### config.mk
export PLATFORM = sky130hd
export DESIGN_NAME = quorum_reply_tracker
export DESIGN_NICKNAME = d
export VERILOG_FILES = /design/src/rtl/qrt_pkg.sv /design/src/rtl/qrt_cfg.sv /design/src/rtl/quorum_reply_tracker.sv
export SDC_FILE = /design/constraint.sdc
export NUM_CORES = 2
export LEC_CHECK = 0
export ABC_AREA = 1
export ABC_CLOCK_PERIOD_IN_PS = 38800
export BUFFER_PORTS_ARGS = -buffer_cell sky130_fd_sc_hd__buf_4
export CAP_MARGIN = 20
export CORE_UTILIZATION = 55
export CTS_CLUSTER_DIAMETER = 100
export CTS_CLUSTER_SIZE = 28
export DETAILED_ROUTE_END_ITERATION = 12
export GPL_TIMING_DRIVEN = 1
export PLACE_DENSITY = 0.71
export SETUP_SLACK_MARGIN = 0.15
export SLEW_MARGIN = 30
export SYNTH_ARGS = -nofsm -noshare
export SYNTH_HDL_FRONTEND = slang
export SYNTH_SLANG_ARGS = --single-unit
### constraint.sdc
create_clock -name clk -period 38.8 [get_ports clk]
set_input_delay 1.94 -clock clk [delete_from_list [all_inputs] [get_ports clk]]
set_output_delay 1.94 -clock clk [all_outputs]
set_load 0.01 [all_outputs]
### src/rtl/qrt_pkg.sv
`timescale 1ns / 1ps
package qrt_pkg;
  localparam int TABLE_DEPTH = 16;
  localparam int REPLICA_COUNT = 3;
  localparam int SLOT_W = $clog2(TABLE_DEPTH);
  localparam int ID_W = 31;
  localparam int ADDR_W = 48;
  localparam int TIME_W = 32;
  localparam int TO_W = 16;

  typedef enum logic [1:0] {
    CMD_ISSUE = 2'd0,
    CMD_REPLY = 2'd1,
    CMD_TICK  = 2'd2,
    CMD_NONE  = 2'd3
  } cmd_t;

  typedef enum logic [1:0] {
    ST_SUCCESS  = 2'd0,
    ST_FAILURE  = 2'd1,
    ST_REJECTED = 2'd2
  } status_t;

  typedef enum logic [1:0] {
    REG_QUORUM  = 2'd0,
    REG_REPLY   = 2'd1,
    REG_REMOVE  = 2'd2
  } reg_idx_t;

  typedef enum logic [2:0] {
    S_IDLE,
    S_RD,
    S_EVAL,
    S_DONE
  } state_t;

  typedef struct packed {
    logic [1:0]  quorum;
    logic [TO_W-1:0] reply_to;
    logic [TO_W-1:0] remove_to;
  } cfg_t;
endpackage

### src/rtl/qrt_cfg.sv
`timescale 1ns / 1ps
module qrt_cfg (
  input  logic clk,
  input  logic rst,
  input  logic cfg_we,
  input  logic [1:0] cfg_index,
  input  logic [15:0] cfg_data,
  output qrt_pkg::cfg_t cfg
);
  always_ff @(posedge clk) begin
    if (rst) begin
      cfg.quorum <= 2'd2;
      cfg.reply_to <= 16'd10;
      cfg.remove_to <= 16'd20;
    end else if (cfg_we) begin
      unique case (cfg_index)
        qrt_pkg::REG_QUORUM: cfg.quorum <= cfg_data[1:0];
        qrt_pkg::REG_REPLY:  cfg.reply_to <= cfg_data;
        qrt_pkg::REG_REMOVE: cfg.remove_to <= cfg_data;
        default: ;
      endcase
    end
  end
endmodule

### src/rtl/quorum_reply_tracker.sv
`timescale 1ns / 1ps
// Pending transaction table of 16 slots, each slot examined in turn by one shared
// compare/evaluate datapath. An issue, reply or tick item is taken when start is
// high and busy is low. A full table walk keeps busy high through a read and an
// evaluate state per slot plus a closing state, and no new item is taken until
// it is over; a reply or duplicate issue stops at the slot holding its id, and an
// unused command stops after the first slot. Results come out as single-cycle
// strobes on result_valid and cannot be held off; last_of_run marks the final
// result beat of an item.
module quorum_reply_tracker (
  input  logic clk,
  input  logic rst,
  input  logic start,
  output logic busy,
  input  logic cfg_we,
  input  logic [1:0] cfg_index,
  input  logic [15:0] cfg_data,
  input  logic [1:0] cmd,
  input  logic [30:0] trans_id,
  input  logic [1:0] op_type,
  input  logic [47:0] replica_addr_a,
  input  logic [47:0] replica_addr_b,
  input  logic [47:0] replica_addr_c,
  input  logic [47:0] from_addr,
  input  logic reply_is_read,
  input  logic reply_success,
  input  logic value_present,
  input  logic [31:0] now_time,
  output logic result_valid,
  output logic [1:0] status,
  output logic [30:0] out_trans_id,
  output logic [1:0] out_op_type,
  output logic last_of_run
);
  localparam int SW = qrt_pkg::SLOT_W;
  localparam int D = qrt_pkg::TABLE_DEPTH;
  localparam int R = qrt_pkg::REPLICA_COUNT;

  qrt_pkg::cfg_t cfg;
  qrt_cfg u_cfg (.clk(clk), .rst(rst), .cfg_we(cfg_we), .cfg_index(cfg_index),
                 .cfg_data(cfg_data), .cfg(cfg));

  // slot memory
  logic [D-1:0] valid;
  logic [30:0] mem_id [D];
  logic [1:0]  mem_op [D];
  logic [31:0] mem_time [D];
  logic [47:0] mem_addr [D][R];
  logic [R-1:0] mem_rep [D];
  logic [R-1:0] mem_suc [D];

  qrt_pkg::state_t state, state_next;
  logic [1:0] c_cmd;
  logic [30:0] c_id;
  logic [1:0] c_op;
  logic [47:0] c_a [R];
  logic [47:0] c_from;
  logic c_ok;
  logic [31:0] c_now;
  logic [SW:0] idx;
  logic [SW-1:0] slot;
  logic found, have_free;
  logic [SW-1:0] free_slot;

  // registered read of the current slot
  logic r_valid;
  logic [30:0] r_id;
  logic [1:0] r_op;
  logic [31:0] r_time;
  logic [47:0] r_addr [R];
  logic [R-1:0] r_rep, r_suc;

  // pending result held back so last_of_run can be set on the final one
  logic pend;
  logic [1:0] p_status;
  logic [30:0] p_id;
  logic [1:0] p_op;

  assign slot = idx[SW-1:0];
  assign busy = (state != qrt_pkg::S_IDLE);

  always_ff @(posedge clk) begin
    r_id <= mem_id[slot];
    r_op <= mem_op[slot];
    r_time <= mem_time[slot];
    for (int t = 0; t < R; t++) r_addr[t] <= mem_addr[slot][t];
    r_rep <= mem_rep[slot];
    r_suc <= mem_suc[slot];
    r_valid <= valid[slot];
  end

  // evaluation of the registered slot
  logic [31:0] age;
  logic drop, timed;
  logic [1:0] succ, bad;
  logic id_hit;
  logic [R-1:0] amatch;
  assign age = c_now - r_time;
  assign drop = age > {16'd0, cfg.remove_to};
  assign timed = age > {16'd0, cfg.reply_to};
  assign id_hit = r_valid && (r_id == c_id);
  always_comb begin
    succ = '0;
    bad = '0;
    for (int t = 0; t < R; t++) begin
      amatch[t] = (r_addr[t] == c_from);
      if (r_rep[t]) begin
        if (r_suc[t]) succ = succ + 2'd1;
        else bad = bad + 2'd1;
      end else if (timed) begin
        bad = bad + 2'd1;
      end
    end
  end

  always_comb begin
    state_next = state;
    unique case (state)
      qrt_pkg::S_IDLE:   if (start) state_next = qrt_pkg::S_RD;
      qrt_pkg::S_RD:     state_next = qrt_pkg::S_EVAL;
      qrt_pkg::S_EVAL:   begin
        if (idx == (SW+1)'(D-1) ||
            (c_cmd == qrt_pkg::CMD_REPLY && id_hit) ||
            (c_cmd == qrt_pkg::CMD_ISSUE && id_hit) ||
            c_cmd == qrt_pkg::CMD_NONE)
          state_next = qrt_pkg::S_DONE;
        else
          state_next = qrt_pkg::S_RD;
      end
      qrt_pkg::S_DONE:   state_next = qrt_pkg::S_IDLE;
      default:           state_next = qrt_pkg::S_IDLE;
    endcase
  end

  always_ff @(posedge clk) begin
    if (rst) state <= qrt_pkg::S_IDLE;
    else state <= state_next;
  end

  always_ff @(posedge clk) begin
    if (rst) begin
      valid <= '0;
      pend <= 1'b0;
      result_valid <= 1'b0;
      found <= 1'b0;
      have_free <= 1'b0;
      idx <= '0;
    end else begin
      result_valid <= 1'b0;
      unique case (state)
        qrt_pkg::S_IDLE: begin
          if (start) begin
            c_cmd <= cmd; c_id <= trans_id; c_op <= op_type;
            c_a[0] <= replica_addr_a; c_a[1] <= replica_addr_b;
            c_a[2] <= replica_addr_c;
            c_from <= from_addr; c_now <= now_time;
            c_ok <= reply_is_read ? value_present : reply_success;
            idx <= '0; found <= 1'b0; have_free <= 1'b0; pend <= 1'b0;
          end
        end
        qrt_pkg::S_RD: ;
        qrt_pkg::S_EVAL: begin
          idx <= idx + (SW+1)'(1);
          unique case (c_cmd)
            qrt_pkg::CMD_ISSUE: begin
              if (id_hit) found <= 1'b1;
              if (!r_valid && !have_free) begin
                have_free <= 1'b1; free_slot <= slot;
              end
            end
            qrt_pkg::CMD_REPLY: begin
              if (id_hit) begin
                found <= 1'b1;
                priority if (amatch[0]) begin
                  mem_rep[slot][0] <= 1'b1; mem_suc[slot][0] <= c_ok;
                end else if (amatch[1]) begin
                  mem_rep[slot][1] <= 1'b1; mem_suc[slot][1] <= c_ok;
                end else if (amatch[2]) begin
                  mem_rep[slot][2] <= 1'b1; mem_suc[slot][2] <= c_ok;
                end
              end
            end
            qrt_pkg::CMD_TICK: begin
              if (r_valid) begin
                if (drop) valid[slot] <= 1'b0;
                else if (succ >= cfg.quorum || bad >= cfg.quorum) begin
                  valid[slot] <= 1'b0;
                  if (pend) begin
                    result_valid <= 1'b1; last_of_run <= 1'b0;
                    status <= p_status; out_trans_id <= p_id; out_op_type <= p_op;
                  end
                  pend <= 1'b1;
                  p_status <= (succ >= cfg.quorum) ? qrt_pkg::ST_SUCCESS
                                                   : qrt_pkg::ST_FAILURE;
                  p_id <= r_id; p_op <= r_op;
                end
              end
            end
            default: ;
          endcase
        end
        qrt_pkg::S_DONE: begin
          if (c_cmd == qrt_pkg::CMD_TICK && pend) begin
            result_valid <= 1'b1; last_of_run <= 1'b1;
            status <= p_status; out_trans_id <= p_id; out_op_type <= p_op;
          end
          if (c_cmd == qrt_pkg::CMD_ISSUE && !found) begin
            if (have_free) begin
              valid[free_slot] <= 1'b1;
              mem_id[free_slot] <= c_id; mem_op[free_slot] <= c_op;
              mem_time[free_slot] <= c_now;
              for (int t = 0; t < R; t++) mem_addr[free_slot][t] <= c_a[t];
              mem_rep[free_slot] <= '0; mem_suc[free_slot] <= '0;
            end else begin
              result_valid <= 1'b1; last_of_run <= 1'b1;
              status <= qrt_pkg::ST_REJECTED; out_trans_id <= c_id; out_op_type <= c_op;
            end
          end
        end
        default: ;
      endcase
    end
  end
endmodule

# Yosys cells after proc, flatten, opt, wreduce, memory -nomap -nowiden
# Memories as Yosys holds them, arrays and structs flattened. A register that Yosys moved wholly into a read port is not among the register bits.
# Index checks and enable logic that the tools add are counted.
# Widths: inputs -> output; s select.
[classes] add_sub_neg=6 n_lt_le_gt_ge=8 eq_ne=26 n_mux=130 n_bitwise=5 reduce_logical=36
[op_table] cell="$mux 31" n=8
[op_table] cell="$eq 48x48->1" n=3
[op_table] cell="$mux 16" n=6
[op_table] cell="$gt 32x16->1" n=2
[op_table] cell="$mux 1" n=63
[op_table] cell="$pmux 31 s2" n=1
[op_table] cell="$mux 2" n=29
[op_table] cell="$pmux 16 s2" n=1
[op_table] cell="$sub 32x32->32" n=1
[op_table] cell="$eq 31x31->1" n=1
[op_table] cell="$ne 2x2->1 const B" n=12
[op_table] cell="$reduce_and 6->1" n=3
[op_table] cell="$and 16x16->16" n=1
[op_table] cell="$mux 4" n=4
[op_table] cell="$not 16->16" n=1
[op_table] cell="$or 16x16->16" n=1
[op_table] cell="$mux 3" n=5
[op_table] cell="$reduce_and 4->1" n=3
[op_table] cell="$lt 4x5->1 const B" n=2
[op_table] cell="$pmux 1 s2" n=5
[op_table] cell="$pmux 5 s2" n=1
[op_table] cell="$pmux 3 s3" n=1
[op_table] cell="$add 2x1->2 const B" n=4
[op_table] cell="$demux 1 s4" n=2
[op_table] cell="25 further kinds" n=51
[word_totals] ff_bits=254 mem_bits_rw=3728 inputBits=284 word_cells=244 n_memories=8
[memory_table] memory="mem_addr" depth=16 width=144 read_ports=1 rd_clocked_by_memory_dff=1 wr=1 line_no="quorum_reply_tracker.sv:48" source="logic [47:0] mem_addr [D][R];"
[memory_table] memory="mem_time" depth=16 width=32 read_ports=1 rd_clocked_by_memory_dff=1 wr=1 line_no="quorum_reply_tracker.sv:47" source="logic [31:0] mem_time [D];"
[memory_table] memory="mem_id" depth=16 width=31 read_ports=1 rd_clocked_by_memory_dff=1 wr=1 line_no="quorum_reply_tracker.sv:45" source="logic [30:0] mem_id [D];"
[memory_table] memory="c_a" depth=3 width=48 read_ports=3 rd_clocked_by_memory_dff=0 wr=3 line_no="quorum_reply_tracker.sv:56" source="logic [47:0] c_a [R];"
[memory_table] memory="r_addr" depth=3 width=48 read_ports=3 rd_clocked_by_memory_dff=0 wr=3 line_no="quorum_reply_tracker.sv:70" source="logic [47:0] r_addr [R];"
[memory_table] memory="mem_rep" depth=16 width=3 read_ports=1 rd_clocked_by_memory_dff=1 wr=1 line_no="quorum_reply_tracker.sv:49" source="logic [R-1:0] mem_rep [D];"
[memory_table] memory="2 more memories"

# Logic depth before layout (Yosys ltp)
[depth] depth_word=17 ltp_mapped=37 ltp_nobuf=37

# Cells and area by module
# From an unflattened synthesis, not the netlist that was laid out.
[hier_totals] cells_unflattened=11813 hier_area_um2=156378.7
[modules_own_cells] module="quorum_reply_tracker" instances=1 cells_each=11598 area_each_um2=154951.1
[modules_own_cells] module="qrt_cfg" instances=1 cells_each=215 area_each_um2=1427.6

# Least setup slack after synthesis
# No wires, ideal clock.
[synth_timing] path_type="input-to-reg" from="input rst" to="memory mem_addr[15][0] (netlist bit) (enable)" arrival_time_ps=16994 required_ps=37764 setup_slack_ps=20770 cell_stages=6 path_cell_list="clkbuf_1 > nor3_1 > inv_1 > clkbuf_1 > buf_1 > nor3_1"
[synth_via] elab_chain_len=2
[synth_lines] item="start, declared" line_no="quorum_reply_tracker.sv:12" source="input logic rst,"
[synth_lines] item="$mux 1" line_no="quorum_reply_tracker.sv:141" source="if (rst) begin"
[synth_lines] item="$mux 1 (not written as such)" line_no="quorum_reply_tracker.sv:212" source="for (int t = 0; t < R; t++) mem_addr[free_slot][t] <= c_a[t];"
[synth_lines] item="end, declared" line_no="quorum_reply_tracker.sv:48"
# No other way between the ends.

# Final worst setup path
[layout_timing] from="input rst" to="memory mem_addr[14][1] (netlist bit) (enable)"
# Same word-level chain as after synthesis.

==> out/summary.txt <==
Status: finished clean
Most common cell after layout, fill and taps aside: edfxtp_1
Xor/xnor share of the synthesized area: 0.832%
Commonest register cell after synthesis: edfxtp_1
Total gr overflow: 0
Reg2Reg Launch Point: c_now[0]
Synth top area cells: edfxtp_1, o21ai_0, nor2_1, dfxtp_1, o22ai_1
Post-route cell area: 167000 um2
Dpl hpwl: 234000 um
DRC: 0
Final #Nets: 11.9k
DRT Wirelength: 417000 um
Synth Area per Inst: 13.4 um2
Top cell type's share of synthesized area: 72.7%
Setup Crit Path Kind: in -> reg
First-pass GRT wire length: 610000 um
Crit end category: register
Slew HR: 27.8%
WP data arrival: 7660 ps
Synth Area in Simple Gates: 7.96%
Number of synthesized register bits: 4055
Post-Route Skew: 67.4 ps
Area post-placement: 162000 um2
Area Growth Syn to Fin: 7.34%
Final hold vios: 0
CTS tree: built
Vias in the first global route: 92.4k
CP Launch Type: primary input
Worst Setup SP: rst
Leak pwr: 54.4 nW
Peak VDD IR: 0.0000515 V
Pwr dens: 43.4 nW/um2
Starting Density: 55.3%
Complex-gate fraction of the synthesized area: 11.6%
Fin crit share: 18.4%
Worst Path Max Fanout: 54
Register area share after synthesis: 76.3%
Root buf cell: clkbuf_16
Final RePlAce weighted congestion: 0.896
Cell taking the most area after synthesis: edfxtp_1
Worst r2r dst: valid[4]
Netlist cell types: 55
Worst EP required: 39330 ps
Power Total: 0.00726 W
Crit path time final: 7130 ps
Clk slew on worst S/H paths: 100 ps
Synthesized net count: 12.0k
Critical path endpoint: mem_addr[14][1]
Warnings, synthesis: 0
Rows: 195
Fillers: 21.5k
Worst Max-Slew Pin Slew: 1080 ps
CP peak stage delay: 910 ps
Global Route Usage Sum: 28.7%
Cells after DPL: 15.1k
TritonCTS Buffers: 172
Cts hold-fix bufs: 0
Synthesized instance count: 11.7k
Hold path depth: 0
DR pass1 iterations: 10
Post-synth EDFFs: 3774
Layout cells sized above 1: 6.51%
Post_cts resized: 0
Initial DRC Count: 13.3k
FF-to-FF path depth: 33
Via/cell ratio: 6.33
Clock sink count: 4055
Multi-input gate area: 33100 um2
H-tree depth: 4
Wire per inst: 27.0 um
Main combinational cell family by area after synthesis: compound AO/OA/AOI/OAI gates
Hold WC Path Type: reg -> reg
FF+latch area: 119000 um2
Worst R2R Setup Slack: 31730 ps
Initial antenna violation count: 16
Vias: 97.8k
Post-synthesis mux area share: 0.0851%
Most frequent cell on the critical path: buf_4
CP cell instances: buf_4 -> nor3_1 -> clkinv_2 -> nor2_4 -> buf_4 -> buf_6 -> buf_4 -> buf_4
Worst skew pair latency: 910 ps
Slew Viols, Final: 0
Core Area: 282000 um2
Die area: 286000 um2
Final setup viols: 0
Die Y: 534 um
Setup TNS: 0 ps
Adder-cell share of the synthesized area: 0.615%
DRT antenna net count: 0
Total of max-cap violations: 0
Most frequent cells in the layout: edfxtp_1, nor2_1, o21ai_0
Bufs on Longest Clock Path: 4
Die width: 534 um
I/O pin cnt: 322
Critical Path Slowest Stage Cell: buf_4
Fmax: 140 MHz
Largest net degree at the start of global routing: 214
Post-CTS setup buffers: 0
FFs w/ async S/R, synth: 0%
Post-Layout Cell Count: 15.5k
Post-synthesis cell area: 156000 um2
RSZ-0062 raised after global routing: false
Buffers on Ports: 321
stage by stage:
step                      hold WS [ps]  setup slack, ps  utilization (%)
after global placement             401            30710             57.4
after CTS                          435            31740             59.2
final                              431            31670             59.3
after floorplan                    386            20770                -
after detailed placement           409            30770             57.4
after global routing               440            31170             59.3
power by group:
part	switching, W	internal, W
registers	0.0000579	0.00478
logic	0.000150	0.0000744
clock network	0.00131	0.000886
total	0.00152	0.00574
Yosys cell counts, types with 36 or more instances:
library cell,number
xor2_1,48
nor2_1,1988
inv_1,315
nor4_1,45
clkbuf_1,699
edfxtp_1,3774
dfxtp_1,281
o221ai_1,254
nand4_1,109
o21ai_0,1932
xnor2_1,100
nand2_1,769
buf_1,36
a21oi_1,183
o22ai_1,681
ha_1,75
o211ai_1,73
nand3_1,124
cell type report:
type,count,area share [%]
clock buffers,294,2.92
flip-flops and latches,4055,71.1
multi-input cells,6530,19.8
clock inverters,20,0.155
diodes,4,0.00598
inverters,321,0.749
well taps,3743,2.80
repair buffers,487,2.47
critical path, delay by kind of cell:
kind | cells | cell delay, ps
buffers and inverters | 6 | 4160
AND/OR/NAND/NOR | 2 | 1460
registers in the layout, summed over array words and instances (netlist names), 34 cells and up, named ones only:
register   count
c_a          144
mem_rep       48
mem_suc       48
r_addr       144
mem_id       496
u_cfg.cfg     34
mem_addr    2304
c_from        48
mem_time     512
worst min-delay path by stage:
stage / slack, ps / startpoint / end
2_1_floorplan: 390 / r_op[0] / p_op[0]
3_3_place_gp: 400 / r_op[1] / p_op[1]
3_5_place_dp: 410 / r_op[1] / p_op[1]
4_1_cts: 430 / r_op[1] / p_op[1]
5_1_grt: 440 / r_op[1] / p_op[1]
6_report: 430 / r_op[1] / p_op[1]
kinds of logic (layout without fill, tap and decap cells):
group / after synthesis / in the layout
xor+xnor: 148 / 148
fa+ha+maj: 76 / 76
compound gates: 3182 / 3182
buf+inv: 1067 / 1122
other cells: 0 / 4
mux: 13 / 13
flops: 4055 / 4055
simple gates: 3111 / 3111
per-layer routing:
metal  global-route usage, %  wire length [um]
met2                    45.5            195000
met4                    11.2             17900
met5                       0                20
met3                    3.52             38900
met1                    40.9            165000
Note: power is estimated with default switching activity, not from simulation.
